`src/design/assert_macros.svh`:
```
// Assertion macros used by the top-level RTL file.
`ifndef ASSERT_MACROS_SVH
`define ASSERT_MACROS_SVH

// Property checked at every rising aclk edge outside reset.
`define ASSERT_AT_CLK(lbl, prop, msg) \
    lbl: assert property (@(posedge aclk) disable iff (!aresetn) (prop)) \
        else $error(msg);

// Same-cycle implication checked at every rising aclk edge outside reset.
`define ASSERT_IMPLY(lbl, ante, cons, msg) \
    lbl: assert property (@(posedge aclk) disable iff (!aresetn) (ante) |-> (cons)) \
        else $error(msg);

`endif

```
`src/design/gbn_pkg.sv`:
```
// Types, codes and constants of the go-back-N sender.
package gbn_pkg;

    localparam int MAX_WINDOW = 32;
    localparam int WIN_W      = 6;
    localparam int PKT_W      = 16;
    localparam int NXT_W      = PKT_W + 1;
    localparam int QDEPTH     = 2;
    localparam int QPTR_W     = $clog2(QDEPTH);
    localparam int QCNT_W     = $clog2(QDEPTH + 1);

    localparam logic [PKT_W-1:0] TOTAL_RST   = 16'd1;
    localparam logic [WIN_W-1:0] THRESH_RST  = 6'd16;
    localparam logic [PKT_W-1:0] TIMEOUT_RST = 16'd1000;

    typedef enum logic [1:0] {
        OP_START   = 2'd0,
        OP_ACK     = 2'd1,
        OP_FIN_ACK = 2'd2,
        OP_TICK    = 2'd3
    } op_t;

    typedef enum logic [1:0] {
        KIND_DATA = 2'd0,
        KIND_FIN  = 2'd1,
        KIND_DONE = 2'd2
    } kind_t;

    typedef enum logic [1:0] {
        PH_IDLE = 2'd0,
        PH_SEND = 2'd1,
        PH_FIN  = 2'd2,
        PH_DONE = 2'd3
    } phase_t;

    typedef enum logic [1:0] {
        FR_ACCEPT,
        FR_BOUND,
        FR_PUSH
    } front_state_t;

    typedef enum logic [1:0] {
        ACT_ISSUE,
        ACT_FIN,
        ACT_DONE
    } action_t;

    typedef enum logic [1:0] {
        CFG_TOTAL   = 2'd0,
        CFG_THRESH  = 2'd1,
        CFG_TIMEOUT = 2'd2
    } cfg_index_t;

    typedef struct packed {
        logic [PKT_W-1:0] total;
        logic [WIN_W-1:0] init_thresh;
        logic [PKT_W-1:0] timeout;
    } cfg_t;

    // One run of results: a burst of data packets, a fin or a completion.
    typedef struct packed {
        kind_t            kind;
        logic [PKT_W-1:0] first;
        logic [WIN_W-1:0] count;
        logic [NXT_W-1:0] rlimit;
        logic [WIN_W-1:0] window;
        logic [WIN_W-1:0] thresh;
    } job_t;

    typedef struct packed {
        logic valid;
        job_t job;
    } job_push_t;

endpackage

```
`src/design/gbn_front.sv`:
```
// Front end: accepts requests, keeps the window state, and queues runs of results.
module gbn_front (
    input  logic              aclk,
    input  logic              aresetn,
    input  logic              s_valid,
    output logic              s_ready,
    input  logic [1:0]        s_op,
    input  logic [15:0]       s_ack_number,
    input  gbn_pkg::cfg_t     cfg,
    output gbn_pkg::job_push_t push,
    input  logic              q_full
);
    import gbn_pkg::*;

    front_state_t     fsm_reg, fsm_next;
    action_t          act_reg, act_next;
    phase_t           phase_reg, phase_next;
    logic [PKT_W-1:0] acked_reg, acked_next;
    logic [NXT_W-1:0] next_reg, next_next;
    logic [WIN_W-1:0] window_reg, window_next;
    logic [WIN_W-1:0] thresh_reg, thresh_next;
    logic [NXT_W-1:0] rlimit_reg, rlimit_next;
    logic [PKT_W-1:0] wend_reg, wend_next;
    logic [PKT_W-1:0] tick_reg, tick_next;
    logic [PKT_W-1:0] bound_reg, bound_next;

    logic             accept;
    logic             acc_go;
    action_t          acc_act;
    logic [PKT_W-1:0] acked_inc;
    logic [WIN_W:0]   win_wide;
    logic [WIN_W-1:0] win_grown;
    logic [WIN_W-1:0] win_half;
    logic [WIN_W-1:0] thr_cut;
    logic             tick_fire;
    logic [PKT_W:0]   bound_sum;
    logic [NXT_W:0]   span;
    logic             span_neg;
    logic             span_big;
    logic [WIN_W-1:0] burst_len;
    logic             push_needed;

    assign accept    = s_valid && s_ready;
    assign acked_inc = acked_reg + PKT_W'(1);
    assign win_wide  = {1'b0, window_reg}
                     + ((window_reg >= thresh_reg) ? (WIN_W+1)'(1) : {1'b0, window_reg});
    assign win_grown = (win_wide > (WIN_W+1)'(MAX_WINDOW)) ? WIN_W'(MAX_WINDOW)
                                                            : win_wide[WIN_W-1:0];
    assign win_half  = window_reg >> 1;
    assign thr_cut   = (win_half > WIN_W'(1)) ? win_half : WIN_W'(1);
    assign tick_fire = tick_reg >= cfg.timeout;
    assign bound_sum = {1'b0, acked_reg} + (PKT_W+1)'(window_reg);

    // Packets still to send in this window: bound - next + 1, capped.
    assign span      = {2'b00, bound_reg} - {1'b0, next_reg};
    assign span_neg  = span[NXT_W];
    assign span_big  = !span_neg && (span[NXT_W-1:0] >= NXT_W'(MAX_WINDOW));
    assign burst_len = span_big ? WIN_W'(MAX_WINDOW) : (span[WIN_W-1:0] + WIN_W'(1));
    assign push_needed = (act_reg != ACT_ISSUE) || !span_neg;

    // Next state
    always_comb begin
        fsm_next = fsm_reg;
        unique case (fsm_reg)
            FR_ACCEPT: begin
                if (accept && acc_go) begin
                    fsm_next = (acc_act == ACT_ISSUE) ? FR_BOUND : FR_PUSH;
                end
            end
            FR_BOUND: fsm_next = FR_PUSH;
            FR_PUSH: begin
                if (!q_full) begin
                    fsm_next = FR_ACCEPT;
                end
            end
            default: fsm_next = FR_ACCEPT;
        endcase
    end

    // Outputs
    always_comb begin
        s_ready          = (fsm_reg == FR_ACCEPT);
        push.valid       = (fsm_reg == FR_PUSH) && !q_full && push_needed;
        push.job.kind    = KIND_DATA;
        push.job.first   = next_reg[PKT_W-1:0];
        push.job.count   = burst_len;
        push.job.rlimit  = rlimit_reg;
        push.job.window  = window_reg;
        push.job.thresh  = thresh_reg;
        unique case (act_reg)
            ACT_ISSUE: push.job.kind = KIND_DATA;
            ACT_FIN: begin
                push.job.kind   = KIND_FIN;
                push.job.first  = '0;
                push.job.count  = WIN_W'(1);
                push.job.rlimit = '0;
            end
            ACT_DONE: begin
                push.job.kind   = KIND_DONE;
                push.job.first  = '0;
                push.job.count  = WIN_W'(1);
                push.job.rlimit = '0;
            end
            default: push.job.kind = KIND_DATA;
        endcase
    end

    // Window state
    always_comb begin
        act_next    = act_reg;
        phase_next  = phase_reg;
        acked_next  = acked_reg;
        next_next   = next_reg;
        window_next = window_reg;
        thresh_next = thresh_reg;
        rlimit_next = rlimit_reg;
        wend_next   = wend_reg;
        tick_next   = tick_reg;
        bound_next  = bound_reg;
        acc_go      = 1'b0;
        acc_act     = ACT_ISSUE;

        if (accept) begin
            case (op_t'(s_op))
                OP_START: begin
                    acked_next  = '0;
                    next_next   = NXT_W'(1);
                    window_next = WIN_W'(1);
                    thresh_next = cfg.init_thresh;
                    rlimit_next = '0;
                    wend_next   = '0;
                    tick_next   = '0;
                    phase_next  = PH_SEND;
                    acc_go      = 1'b1;
                    acc_act     = ACT_ISSUE;
                end
                OP_ACK: begin
                    if (phase_reg == PH_SEND && acked_inc == s_ack_number) begin
                        acked_next = acked_inc;
                        tick_next  = '0;
                        if (acked_inc >= wend_reg) begin
                            window_next = win_grown;
                            acc_go      = 1'b1;
                            acc_act     = ACT_ISSUE;
                        end
                    end
                end
                OP_FIN_ACK: begin
                    if (phase_reg == PH_FIN) begin
                        phase_next = PH_DONE;
                        acc_go     = 1'b1;
                        acc_act    = ACT_DONE;
                    end
                end
                default: begin
                    // tick
                    if (phase_reg == PH_SEND || phase_reg == PH_FIN) begin
                        if (!tick_fire) begin
                            tick_next = tick_reg + PKT_W'(1);
                        end else if (phase_reg == PH_SEND) begin
                            thresh_next = thr_cut;
                            window_next = WIN_W'(1);
                            rlimit_next = next_reg;
                            next_next   = {1'b0, acked_reg} + NXT_W'(1);
                            acc_go      = 1'b1;
                            acc_act     = ACT_ISSUE;
                        end else begin
                            acc_go  = 1'b1;
                            acc_act = ACT_FIN;
                        end
                    end
                end
            endcase
            if (acc_go) begin
                act_next = acc_act;
            end
        end

        if (fsm_reg == FR_BOUND) begin
            if (acked_reg >= cfg.total) begin
                act_next   = ACT_FIN;
                phase_next = PH_FIN;
            end else if (bound_sum > {1'b0, cfg.total}) begin
                bound_next = cfg.total;
            end else begin
                bound_next = bound_sum[PKT_W-1:0];
            end
        end

        if (fsm_reg == FR_PUSH && !q_full) begin
            tick_next = (act_reg == ACT_DONE) ? tick_reg : '0;
            if (act_reg == ACT_ISSUE) begin
                wend_next = bound_reg;
                if (!span_neg) begin
                    next_next = span_big ? (next_reg + NXT_W'(MAX_WINDOW))
                                         : ({1'b0, bound_reg} + NXT_W'(1));
                end
            end
        end
    end

    always_ff @(posedge aclk) begin
        if (!aresetn) begin
            fsm_reg    <= FR_ACCEPT;
            act_reg    <= ACT_ISSUE;
            phase_reg  <= PH_IDLE;
            acked_reg  <= '0;
            next_reg   <= NXT_W'(1);
            window_reg <= WIN_W'(1);
            thresh_reg <= THRESH_RST;
            rlimit_reg <= '0;
            wend_reg   <= '0;
            tick_reg   <= '0;
            bound_reg  <= '0;
        end else begin
            fsm_reg    <= fsm_next;
            act_reg    <= act_next;
            phase_reg  <= phase_next;
            acked_reg  <= acked_next;
            next_reg   <= next_next;
            window_reg <= window_next;
            thresh_reg <= thresh_next;
            rlimit_reg <= rlimit_next;
            wend_reg   <= wend_next;
            tick_reg   <= tick_next;
            bound_reg  <= bound_next;
        end
    end

endmodule

```
`src/design/gbn_queue.sv`:
```
// Short queue of result runs between the front and back ends.
module gbn_queue (
    input  logic               aclk,
    input  logic               aresetn,
    input  gbn_pkg::job_push_t push,
    input  logic               pop,
    output logic               full,
    output logic               empty,
    output gbn_pkg::job_t      head
);
    import gbn_pkg::*;

    job_t              slot_reg [QDEPTH];
    logic [QPTR_W-1:0] wr_ptr_reg, wr_ptr_next;
    logic [QPTR_W-1:0] rd_ptr_reg, rd_ptr_next;
    logic [QCNT_W-1:0] cnt_reg, cnt_next;
    logic              do_push;
    logic              do_pop;

    assign full    = (cnt_reg == QCNT_W'(QDEPTH));
    assign empty   = (cnt_reg == '0);
    assign head    = slot_reg[rd_ptr_reg];
    assign do_push = push.valid && !full;
    assign do_pop  = pop && !empty;

    always_comb begin
        wr_ptr_next = do_push ? (wr_ptr_reg + QPTR_W'(1)) : wr_ptr_reg;
        rd_ptr_next = do_pop ? (rd_ptr_reg + QPTR_W'(1)) : rd_ptr_reg;
        cnt_next    = cnt_reg;
        if (do_push && !do_pop) begin
            cnt_next = cnt_reg + QCNT_W'(1);
        end else if (do_pop && !do_push) begin
            cnt_next = cnt_reg - QCNT_W'(1);
        end
    end

    always_ff @(posedge aclk) begin
        if (do_push) begin
            slot_reg[wr_ptr_reg] <= push.job;
        end
    end

    always_ff @(posedge aclk) begin
        if (!aresetn) begin
            wr_ptr_reg <= '0;
            rd_ptr_reg <= '0;
            cnt_reg    <= '0;
        end else begin
            wr_ptr_reg <= wr_ptr_next;
            rd_ptr_reg <= rd_ptr_next;
            cnt_reg    <= cnt_next;
        end
    end

endmodule

```
`src/design/gbn_back.sv`:
```
// Back end: expands queued runs into result requests through an output register.
module gbn_back (
    input  logic          aclk,
    input  logic          aresetn,
    input  logic          q_empty,
    input  gbn_pkg::job_t q_head,
    output logic          q_pop,
    output logic          m_valid,
    input  logic          m_ready,
    output logic [1:0]    m_kind,
    output logic [15:0]   m_packet_number,
    output logic          m_is_resend,
    output logic [5:0]    m_window_now,
    output logic [5:0]    m_threshold_now,
    output logic          m_last_of_run
);
    import gbn_pkg::*;

    logic             busy_reg, busy_next;
    job_t             cur_reg, cur_next;
    logic             m_valid_reg, m_valid_next;
    kind_t            kind_reg;
    logic [PKT_W-1:0] pkt_reg;
    logic             resend_reg;
    logic [WIN_W-1:0] win_reg;
    logic [WIN_W-1:0] thr_reg;
    logic             last_reg;
    logic             load;
    logic             emit;

    assign load  = !m_valid_reg || m_ready;
    assign emit  = load && busy_reg;
    assign q_pop = !busy_reg && !q_empty;

    assign m_valid         = m_valid_reg;
    assign m_kind          = kind_reg;
    assign m_packet_number = pkt_reg;
    assign m_is_resend     = resend_reg;
    assign m_window_now    = win_reg;
    assign m_threshold_now = thr_reg;
    assign m_last_of_run   = last_reg;

    always_comb begin
        busy_next    = busy_reg;
        cur_next     = cur_reg;
        m_valid_next = load ? busy_reg : m_valid_reg;
        if (q_pop) begin
            cur_next  = q_head;
            busy_next = 1'b1;
        end else if (emit) begin
            cur_next.first = cur_reg.first + PKT_W'(1);
            cur_next.count = cur_reg.count - WIN_W'(1);
            if (cur_reg.count == WIN_W'(1)) begin
                busy_next = 1'b0;
            end
        end
    end

    always_ff @(posedge aclk) begin
        cur_reg <= cur_next;
        if (emit) begin
            kind_reg   <= cur_reg.kind;
            pkt_reg    <= cur_reg.first;
            resend_reg <= (cur_reg.kind == KIND_DATA)
                       && ({1'b0, cur_reg.first} < cur_reg.rlimit);
            win_reg    <= cur_reg.window;
            thr_reg    <= cur_reg.thresh;
            last_reg   <= (cur_reg.count == WIN_W'(1));
        end
    end

    always_ff @(posedge aclk) begin
        if (!aresetn) begin
            busy_reg    <= 1'b0;
            m_valid_reg <= 1'b0;
        end else begin
            busy_reg    <= busy_next;
            m_valid_reg <= m_valid_next;
        end
    end

endmodule

```
`src/design/go_back_n_congestion_sender_unit.sv`:
```
// Top level of the go-back-N sender with slow-start window control.
//
// Input channel (s_*): one request per op - start, data ack, fin ack or timer tick.
// Result channel (m_*): send-data, send-fin and transfer-complete requests, with
//   last_of_run marking the final result caused by one input request.
// Config channel (cfg_*): index 0 total packets, 1 initial threshold, 2 timeout
//   ticks; always ready. The user must write it only while the block is idle;
//   the block itself does not enforce this.
// A request that issues a window passes the front-end states accept, window
//   bound and queue push, then the run queue, the back end's run register and
//   the output register; its results follow one per cycle while m_ready allows,
//   up to 32. A fin ack or fin timeout skips the window bound state; acks that
//   only advance the count and ticks that do not time out give no result.
// Throughput is set by the front end's per-request sequence and by the back
//   end: one result per cycle while m_ready allows, none while it fetches a run.
// A two-entry run queue separates the two ends: the front end keeps taking
//   requests while a burst drains, and stalls only when the queue is full.
// When m_ready is low the output register holds its request; nothing is dropped.
// Reset (aresetn low, synchronous) clears the window state to idle and loads
//   the config registers with 1, 16 and 1000.
module go_back_n_congestion_sender_unit (
    input  logic        aclk,
    input  logic        aresetn,
    // input requests
    input  logic        s_valid,
    output logic        s_ready,
    input  logic [1:0]  s_op,
    input  logic [15:0] s_ack_number,
    // results
    output logic        m_valid,
    input  logic        m_ready,
    output logic [1:0]  m_kind,
    output logic [15:0] m_packet_number,
    output logic        m_is_resend,
    output logic [5:0]  m_window_now,
    output logic [5:0]  m_threshold_now,
    output logic        m_last_of_run,
    // configuration writes
    input  logic        cfg_valid,
    output logic        cfg_ready,
    input  logic [1:0]  cfg_index,
    input  logic [15:0] cfg_data
);
    import gbn_pkg::*;

`include "assert_macros.svh"

    cfg_t      cfg_reg, cfg_next;
    job_push_t q_push;
    logic      q_full;
    logic      q_empty;
    logic      q_pop;
    job_t      q_head;
    logic      ctrl_out;
    logic      ctrl_clean;
    logic      win_ok;

    // Config registers: writes never stall.
    assign cfg_ready = 1'b1;

    always_comb begin
        cfg_next = cfg_reg;
        if (cfg_valid && cfg_ready) begin
            unique case (cfg_index_t'(cfg_index))
                CFG_TOTAL:   cfg_next.total       = cfg_data;
                CFG_THRESH:  cfg_next.init_thresh = cfg_data[WIN_W-1:0];
                CFG_TIMEOUT: cfg_next.timeout     = cfg_data;
                default:     cfg_next = cfg_reg;   // unmapped index is ignored
            endcase
        end
    end

    always_ff @(posedge aclk) begin
        if (!aresetn) begin
            cfg_reg.total       <= TOTAL_RST;
            cfg_reg.init_thresh <= THRESH_RST;
            cfg_reg.timeout     <= TIMEOUT_RST;
        end else begin
            cfg_reg <= cfg_next;
        end
    end

    // Front end: classify requests, update window state, queue runs.
    gbn_front u_front (
        .aclk         (aclk),
        .aresetn      (aresetn),
        .s_valid      (s_valid),
        .s_ready      (s_ready),
        .s_op         (s_op),
        .s_ack_number (s_ack_number),
        .cfg          (cfg_reg),
        .push         (q_push),
        .q_full       (q_full)
    );

    gbn_queue u_queue (
        .aclk    (aclk),
        .aresetn (aresetn),
        .push    (q_push),
        .pop     (q_pop),
        .full    (q_full),
        .empty   (q_empty),
        .head    (q_head)
    );

    // Back end: one result per cycle from the head run, unless m_ready holds the output.
    gbn_back u_back (
        .aclk            (aclk),
        .aresetn         (aresetn),
        .q_empty         (q_empty),
        .q_head          (q_head),
        .q_pop           (q_pop),
        .m_valid         (m_valid),
        .m_ready         (m_ready),
        .m_kind          (m_kind),
        .m_packet_number (m_packet_number),
        .m_is_resend     (m_is_resend),
        .m_window_now    (m_window_now),
        .m_threshold_now (m_threshold_now),
        .m_last_of_run   (m_last_of_run)
    );

    assign ctrl_out   = m_valid && (m_kind != KIND_DATA);
    assign ctrl_clean = (m_packet_number == '0) && !m_is_resend;
    assign win_ok     = (m_window_now != '0) && (m_window_now <= WIN_W'(MAX_WINDOW));

    // Front end only pushes when the queue has room.
    `ASSERT_IMPLY(a_no_overflow, q_push.valid, !q_full, "run pushed into a full queue")
    // Fin and complete are single-result runs.
    `ASSERT_IMPLY(a_ctrl_last, ctrl_out, m_last_of_run, "control result not last")
    // Fin and complete carry no packet number and no resend flag.
    `ASSERT_IMPLY(a_ctrl_clean, ctrl_out, ctrl_clean, "control result carries packet data")
    // Window stays in its legal range on every result.
    `ASSERT_AT_CLK(a_win_range, !m_valid || win_ok, "window out of range")

endmodule
```
`config.mk`:
```
export PLATFORM = sky130hd
export DESIGN_NAME = go_back_n_congestion_sender_unit
export DESIGN_NICKNAME = d
export VERILOG_FILES = /design/src/design/gbn_pkg.sv /design/src/design/gbn_front.sv /design/src/design/gbn_queue.sv /design/src/design/gbn_back.sv /design/src/design/go_back_n_congestion_sender_unit.sv
export VERILOG_INCLUDE_DIRS = /design/src /design/src/design
export SDC_FILE = /design/constraint.sdc
export NUM_CORES = 1
export LEC_CHECK = 0
export BUFFER_PORTS_ARGS = -buffer_cell sky130_fd_sc_hd__buf_2
export CORE_MARGIN = 2
export CORE_UTILIZATION = 49
export DETAILED_ROUTE_END_ITERATION = 12
export PLACE_DENSITY_LB_ADDON = 0.3
export SYNTH_ARGS = -nofsm -noshare
export SYNTH_HDL_FRONTEND = slang
export SYNTH_HIERARCHICAL = 1
export SYNTH_SLANG_ARGS = --single-unit
```
`constraint.sdc`:
```
create_clock -name aclk -period 5.59 [get_ports aclk]
set_input_delay 0.8385 -clock aclk [delete_from_list [all_inputs] [get_ports aclk]]
set_output_delay 0.8385 -clock aclk [all_outputs]
set_load 0.05 [all_outputs]
```
# Word-level counts from Yosys, hierarchy flattened
# Memory sizes are Yosys's and may differ from the RTL's. A register that Yosys moved wholly into a read port is not among the register bits.
# Cells that the tools add are included.
dict set report totals {
  regBits 245
  ram_bits 106
  inputBits 41
  out_inout_bits 35
  n_memories 1
}
dict set report classes {
  addsub 15
  n_lt_le_gt_ge 9
  n_eq_ne 21
  muxes 81
  bitwise_logic 3
  reduce_logical 56
}
# name words word_bits read_ports rd_ports_with_merged_regs write_ports line_no
set memory_table {}
lappend memory_table {u_queue.slot_reg 2 53 1 1 1 gbn_queue.sv:13} ;# job_t slot_reg [QDEPTH];
# cell count
set ops {}
lappend ops {{$mux W16} 12}
lappend ops {{$mux W17} 11}
lappend ops {{$pmux W17 S2} 2}
lappend ops {{$mux W6} 11}
lappend ops {{$add A16 B1 Y16 const B} 3}
lappend ops {{$ge A16 B16 Y1} 3}
lappend ops {{$pmux W16 S3} 1}
lappend ops {{$mux W22} 2}
lappend ops {{$mux W39} 1}
lappend ops {{$add A16 B1 Y17 const B} 2}
lappend ops {{$mux W2} 17}
lappend ops {{$pmux W16 S2} 1}
lappend ops {{$pmux W6 S3} 1}
lappend ops {{$reduce_bool A2 Y1} 9}
lappend ops {{$sub A16 B17 Y18} 1}
lappend ops {{$add A16 B6 Y17} 1}
lappend ops {{$add A17 B6 Y17 const B} 1}
lappend ops {{$ge A17 B6 Y1 const B} 1}
lappend ops {{$gt A17 B16 Y1} 1}
lappend ops {{$lt A16 B17 Y1} 1}
lappend ops {{$eq A16 B16 Y1} 1}
lappend ops {{$mux W1} 15}
lappend ops {{$logic_not A2 Y1} 7}
lappend ops {{$logic_and A1 B1 Y1} 13}
lappend ops {{other kinds (32)} 67}

# Logic depth before layout (Yosys ltp)
dict set report logic_depth {
  ltp_word 10
  ltp_mapped 21
  ltp_nobuf 19
}

# Hierarchy
# The synthesis kept the hierarchy.
# module n_inst cells_each area_each_um2
set by_module_without_submodules {}
lappend by_module_without_submodules {gbn_front 1 1332 10292.4}
lappend by_module_without_submodules {gbn_queue 1 190 4056.4}
lappend by_module_without_submodules {gbn_back 1 245 3563.4}
lappend by_module_without_submodules {go_back_n_congestion_sender_unit 1 157 1564.0}

# Worst setup path before layout
# No wires, ideal clock.
dict set report synth_timing {
  kind {reg-to-reg}
  startpoint {reg u_front.next_reg[8]}
  endpoint {mem u_queue/slot_reg[0][0] (netlist name) (enable)}
  setup_ns 0.456
  arrival_time_ns 4.124
  t_required_ns 5.134
  slack_ns 1.010
  stages_incl_launch_ff 12
  path_buffers 1
  period_less_slack_ns 4.580
  cell_sequence {dfxtp_1 inv_1 ha_1 clkbuf_1 and3_1 nand3_1 a21boi_0 o31ai_1 a21oi_1 o21a_1 inv_1 nor3_2}
}
# element line_no
set synth_rtl {}
lappend synth_rtl {{from (decl)} gbn_front.sv:19} ;# logic [NXT_W-1:0] next_reg, next_next;
lappend synth_rtl {{from (signal assigned)} gbn_front.sv:220} ;# next_reg <= next_next;
lappend synth_rtl {{to (decl)} gbn_queue.sv:13}

# Worst setup path in the final report
dict set report layout_timing {
  startpoint {reg u_front.window_reg[2]}
  endpoint {reg u_front.bound_reg[4]}
}
dict set report layout_via {
  elab_chain_len 3
}
# element line_no
set layout_rtl {}
lappend layout_rtl {{from (decl)} gbn_front.sv:20} ;# logic [WIN_W-1:0] window_reg, window_next;
lappend layout_rtl {{from (signal assigned)} gbn_front.sv:221} ;# window_reg <= window_next;
lappend layout_rtl {{$add A16 B6 Y17 *} gbn_front.sv:52} ;# assign bound_sum = {1'b0, acked_reg} + (PKT_W+1)'(window_reg);
lappend layout_rtl {{$gt A17 B16 Y1} gbn_front.sv:183} ;# end else if (bound_sum > {1'b0, cfg.total}) begin
lappend layout_rtl {{$mux W16 *} gbn_front.sv:183}
lappend layout_rtl {{to (signal assigned)} gbn_front.sv:226} ;# bound_reg <= bound_next;
lappend layout_rtl {{to (decl)} gbn_front.sv:25} ;# logic [PKT_W-1:0] bound_reg, bound_next;
# Mark *: on every way between the ends. The rest lies on a longest branch, timed or not.
# A chain may end at the register's enable or synchronous reset.

==> impl_metrics.yaml <==
critical_path:
  setup.worst_path.start_class: "flip-flop"
  worstSetupEndpointType: "flip-flop"
  critPathArrivalTime_ns: 5.02
  setup.worst_path.end: "u_front/bound_reg[4]"
  crit_buf_inv: 1
  critPathLaunch: "u_front/window_reg[2]"
  crit_cells: 17
  cp_max_fo: 17
  cp.required_ns: 6.02
  critPathTopFamily: "compound AO/OA/AOI/OAI gates"
  rr_worst_depth: 17
  crit_type: "flip-flop to flip-flop"
  slowest_delay_ns: 0.75
  path_cells: "ha_1, a21oi_1, o21bai_1, nand3_1, a21boi_0, nand3_1, xnor2_1, ha_1, nor2b_1, o21ai_0, o21ai_0, nor3_1, a211o_1, and2_1, buf_4, mux2i_1, a21oi_1"
  r2r_end: "u_front/bound_reg[4]"
  crit_slowest_cell: "dfxtp_1"
  ff2ff_setup_slack_ns: 1.0
  reg2reg_from: "u_front/window_reg[2]"
global_route:
  grtUsageTotal: 0.232
  grt_pass1_wl_mm: 76.7
  antenna_found_initial: 0
  overflow: 0
  grt_pass1_vias: 14000
  grt_max_degree: 65
detailed_routing:
  vias_per_cell: 5.84
  drtIter0Drc: 1188
  totalWireLength_mm: 48.0
  wl_per_cell_um: 19.0
  first_pass_iters: 5
  routed-via-count: 14700
  drc: 0
  ant_nets: 0
synth:
  synth.net_count: 2096
  avgSynthCellArea_um2: 10.1
  synth_seq_cells: 352
  synth_area_um2: 19500
  async_flop_share: 0
  yosysUniqueCellTypes: 91
  ys_warn_count: 6
  synth_edf_count: 191
  syn-instance-count: 1924
  seq_area_frac_synth: 0.460
  synth-main-ff-cell: "edfxtp_1"
clock_tree:
  cts.htree.levels: 2
  hold_buffers: 0
  cts-resized-gates: 0
  cts.sinks: 352
  post_cts_buffers: 0
  cts.path.max_buffers: 3
  cts_buffers: 39
  clk_latency_ns: 0.56
  root_buffer: "clkbuf_16"
  tritoncts: "done"
  path_clk_slew_ns: 0.06
sta:
  fmaxAchievable_ghz: 0.218
  rsz0062_at_grt: "false"
  finalHoldViolCount: 0
  slew_headroom: 0.262
  fin_skew_ns: 0.0142
  drv_slew: 0
  finalSetupTns_ns: 0
  final-setup-viol-count: 0
  tightestPinTransition_ns: 1.11
  hold_ws_ns: 0.418
  min_period_over_period: 0.822
  post-route-min-period_ns: 4.59
placement:
  io_buffers: 74
  place.gp.congestion: 0.974
  dp_hpwl_mm: 35.2
  place_area_um2: 20300
run:
  cap_violations: 0
pwr:
  power_frac_seq: 0.474
  p_comb_frac: 0.091
  vdd_drop_max_mv: 0.183
  intPower_mw: 4.52
  powerDensity_nw_per_um2: 274
  p_sw_mw: 1.40
  clkPwrFrac: 0.435
  power.share.switching: 0.237
  leakagePower_nw: 8.32
floorplan:
  ios: 76
  initial_utilization: 0.494
  fp.dieH_um: 203
  row_count: 73
  core_um2: 39500
  die-area_um2: 41400
  die_w_um: 203
cells_and_area:
  layout.nets: 2141
  diodes: 0
  fillers: 3478
  largest_register_ffs: 106
  final_layout_size_suffix_gt1_frac: 0.125
  syn_to_final_growth_pct: 10.9
  final_area_um2: 21600
outcome:
  status: "completed"
hold_path:
  min_path_type: "flip-flop to flip-flop"
  holdCritStartpoint: "u_back/cur_reg[11]"
cells by family (layout without fill, tap and decap cells):
kind of cell / after synthesis / after routing / share of synthesized area
and+or+nand+nor: 596 / 596 / 0.158
AOI/OAI and AO/OA: 392 / 392 / 0.135
DFF: 352 / 352 / 0.460
buffers and inverters: 232 / 306 / 0.0491
adders and majority gates: 131 / 131 / 0.0849
muxes: 114 / 114 / 0.0622
xor gates and xnor gates: 106 / 106 / 0.0508
other: 1 / 1 / 0.000193
cell type report:
| cell class | instances | area (µm²) | area share |
|---|---|---|---|
| Tap cell | 525 | 657 | 0.0304 |
| Multi-Input combinational cell | 1340 | 9580 | 0.443 |
| Inverter | 131 | 492 | 0.0228 |
| Clock inverter | 14 | 208 | 0.00961 |
| Clock buffer | 56 | 1090 | 0.0504 |
| Timing Repair Buffer | 105 | 618 | 0.0286 |
| Sequential cell | 352 | 8960 | 0.415 |
worst reg2reg max path, delay by kind of cell (launching register included):
kind | cells | cell delay (ns)
xor+xnor | 1 | 0.26
flops | 1 | 0.75
simple gates | 5 | 0.70
fa+ha+maj | 2 | 0.59
mux | 1 | 0.32
buf+inv | 1 | 0.29
compound gates | 7 | 1.57
per-layer routing:
metal	vias up	part of all wire	GRT usage
li1	7112	-	-
met1	7032	0.46	0.325
met2	483	0.45	0.365
met3	102	0.062	0.0366
met4	0	0.033	0.0865
met5	-	0	0
layout by cell type (no fill, tap or decap), types with 19 or more instances in the layout:
master,count
nand3_1,54
nor3_1,33
buf_4,31
a211oi_1,19
inv_1,129
and3_1,24
clkbuf_16,39
xnor2_1,68
a21o_1,19
buf_2,73
mux2i_1,58
ha_1,129
dfxtp_1,160
nand2_1,154
a21oi_1,79
o21ai_0,75
xor2_1,34
a22oi_1,41
nand4_1,27
edfxtp_1,191
nor2_1,135
nor2b_1,44
mux2_2,56
per-stage QoR:
stage               utilization  power (mW)  std cells  setup WS (ns)
floorplan                     -        3.24       1924           1.01
global placement          0.515        3.38       2453           1.19
detailed placement        0.515        3.39       2453           1.12
CTS                       0.548        5.98       2523           1.09
global route              0.548        6.13       2523          0.726
finish                    0.548        5.93       2523          0.996
cell usage after synthesis, drive strengths merged, types with 41 or more instances:
cell type | number | share of area
a21oi | 79 | 0.020
a22oi | 41 | 0.016
clkbuf | 70 | 0.013
dfxtp | 161 | 0.17
edfxtp | 191 | 0.29
ha | 129 | 0.083
inv | 131 | 0.025
mux2 | 56 | 0.032
mux2i | 58 | 0.030
nand2 | 154 | 0.030
nand3 | 57 | 0.015
nor2 | 136 | 0.026
nor2b | 44 | 0.014
o21ai | 79 | 0.020
xnor2 | 68 | 0.031
power groups by stage:
stage                     clock network (mW)  registers [mW]  logic [mW]
after floorplan                            0            2.87       0.368
after global placement                     0            2.86       0.521
after detailed placement                   0            2.86       0.528
after CTS                               2.64            2.81       0.532
after global routing                    2.74            2.81       0.587
final                                   2.58            2.81       0.540
how the worst min path moves through the flow:
stage	endpoint	slack (ns)	cells past startpoint
global placement	u_back/m_window_now[5]	0.40	0
global route	u_back/m_window_now[2]	0.43	0
floorplan	u_back/m_threshold_now[0]	0.40	0
detailed placement	u_back/m_window_now[0]	0.40	0
CTS	u_back/m_window_now[0]	0.42	0
finish	u_back/m_window_now[5]	0.42	0
Power figures use the tool's default switching activity.
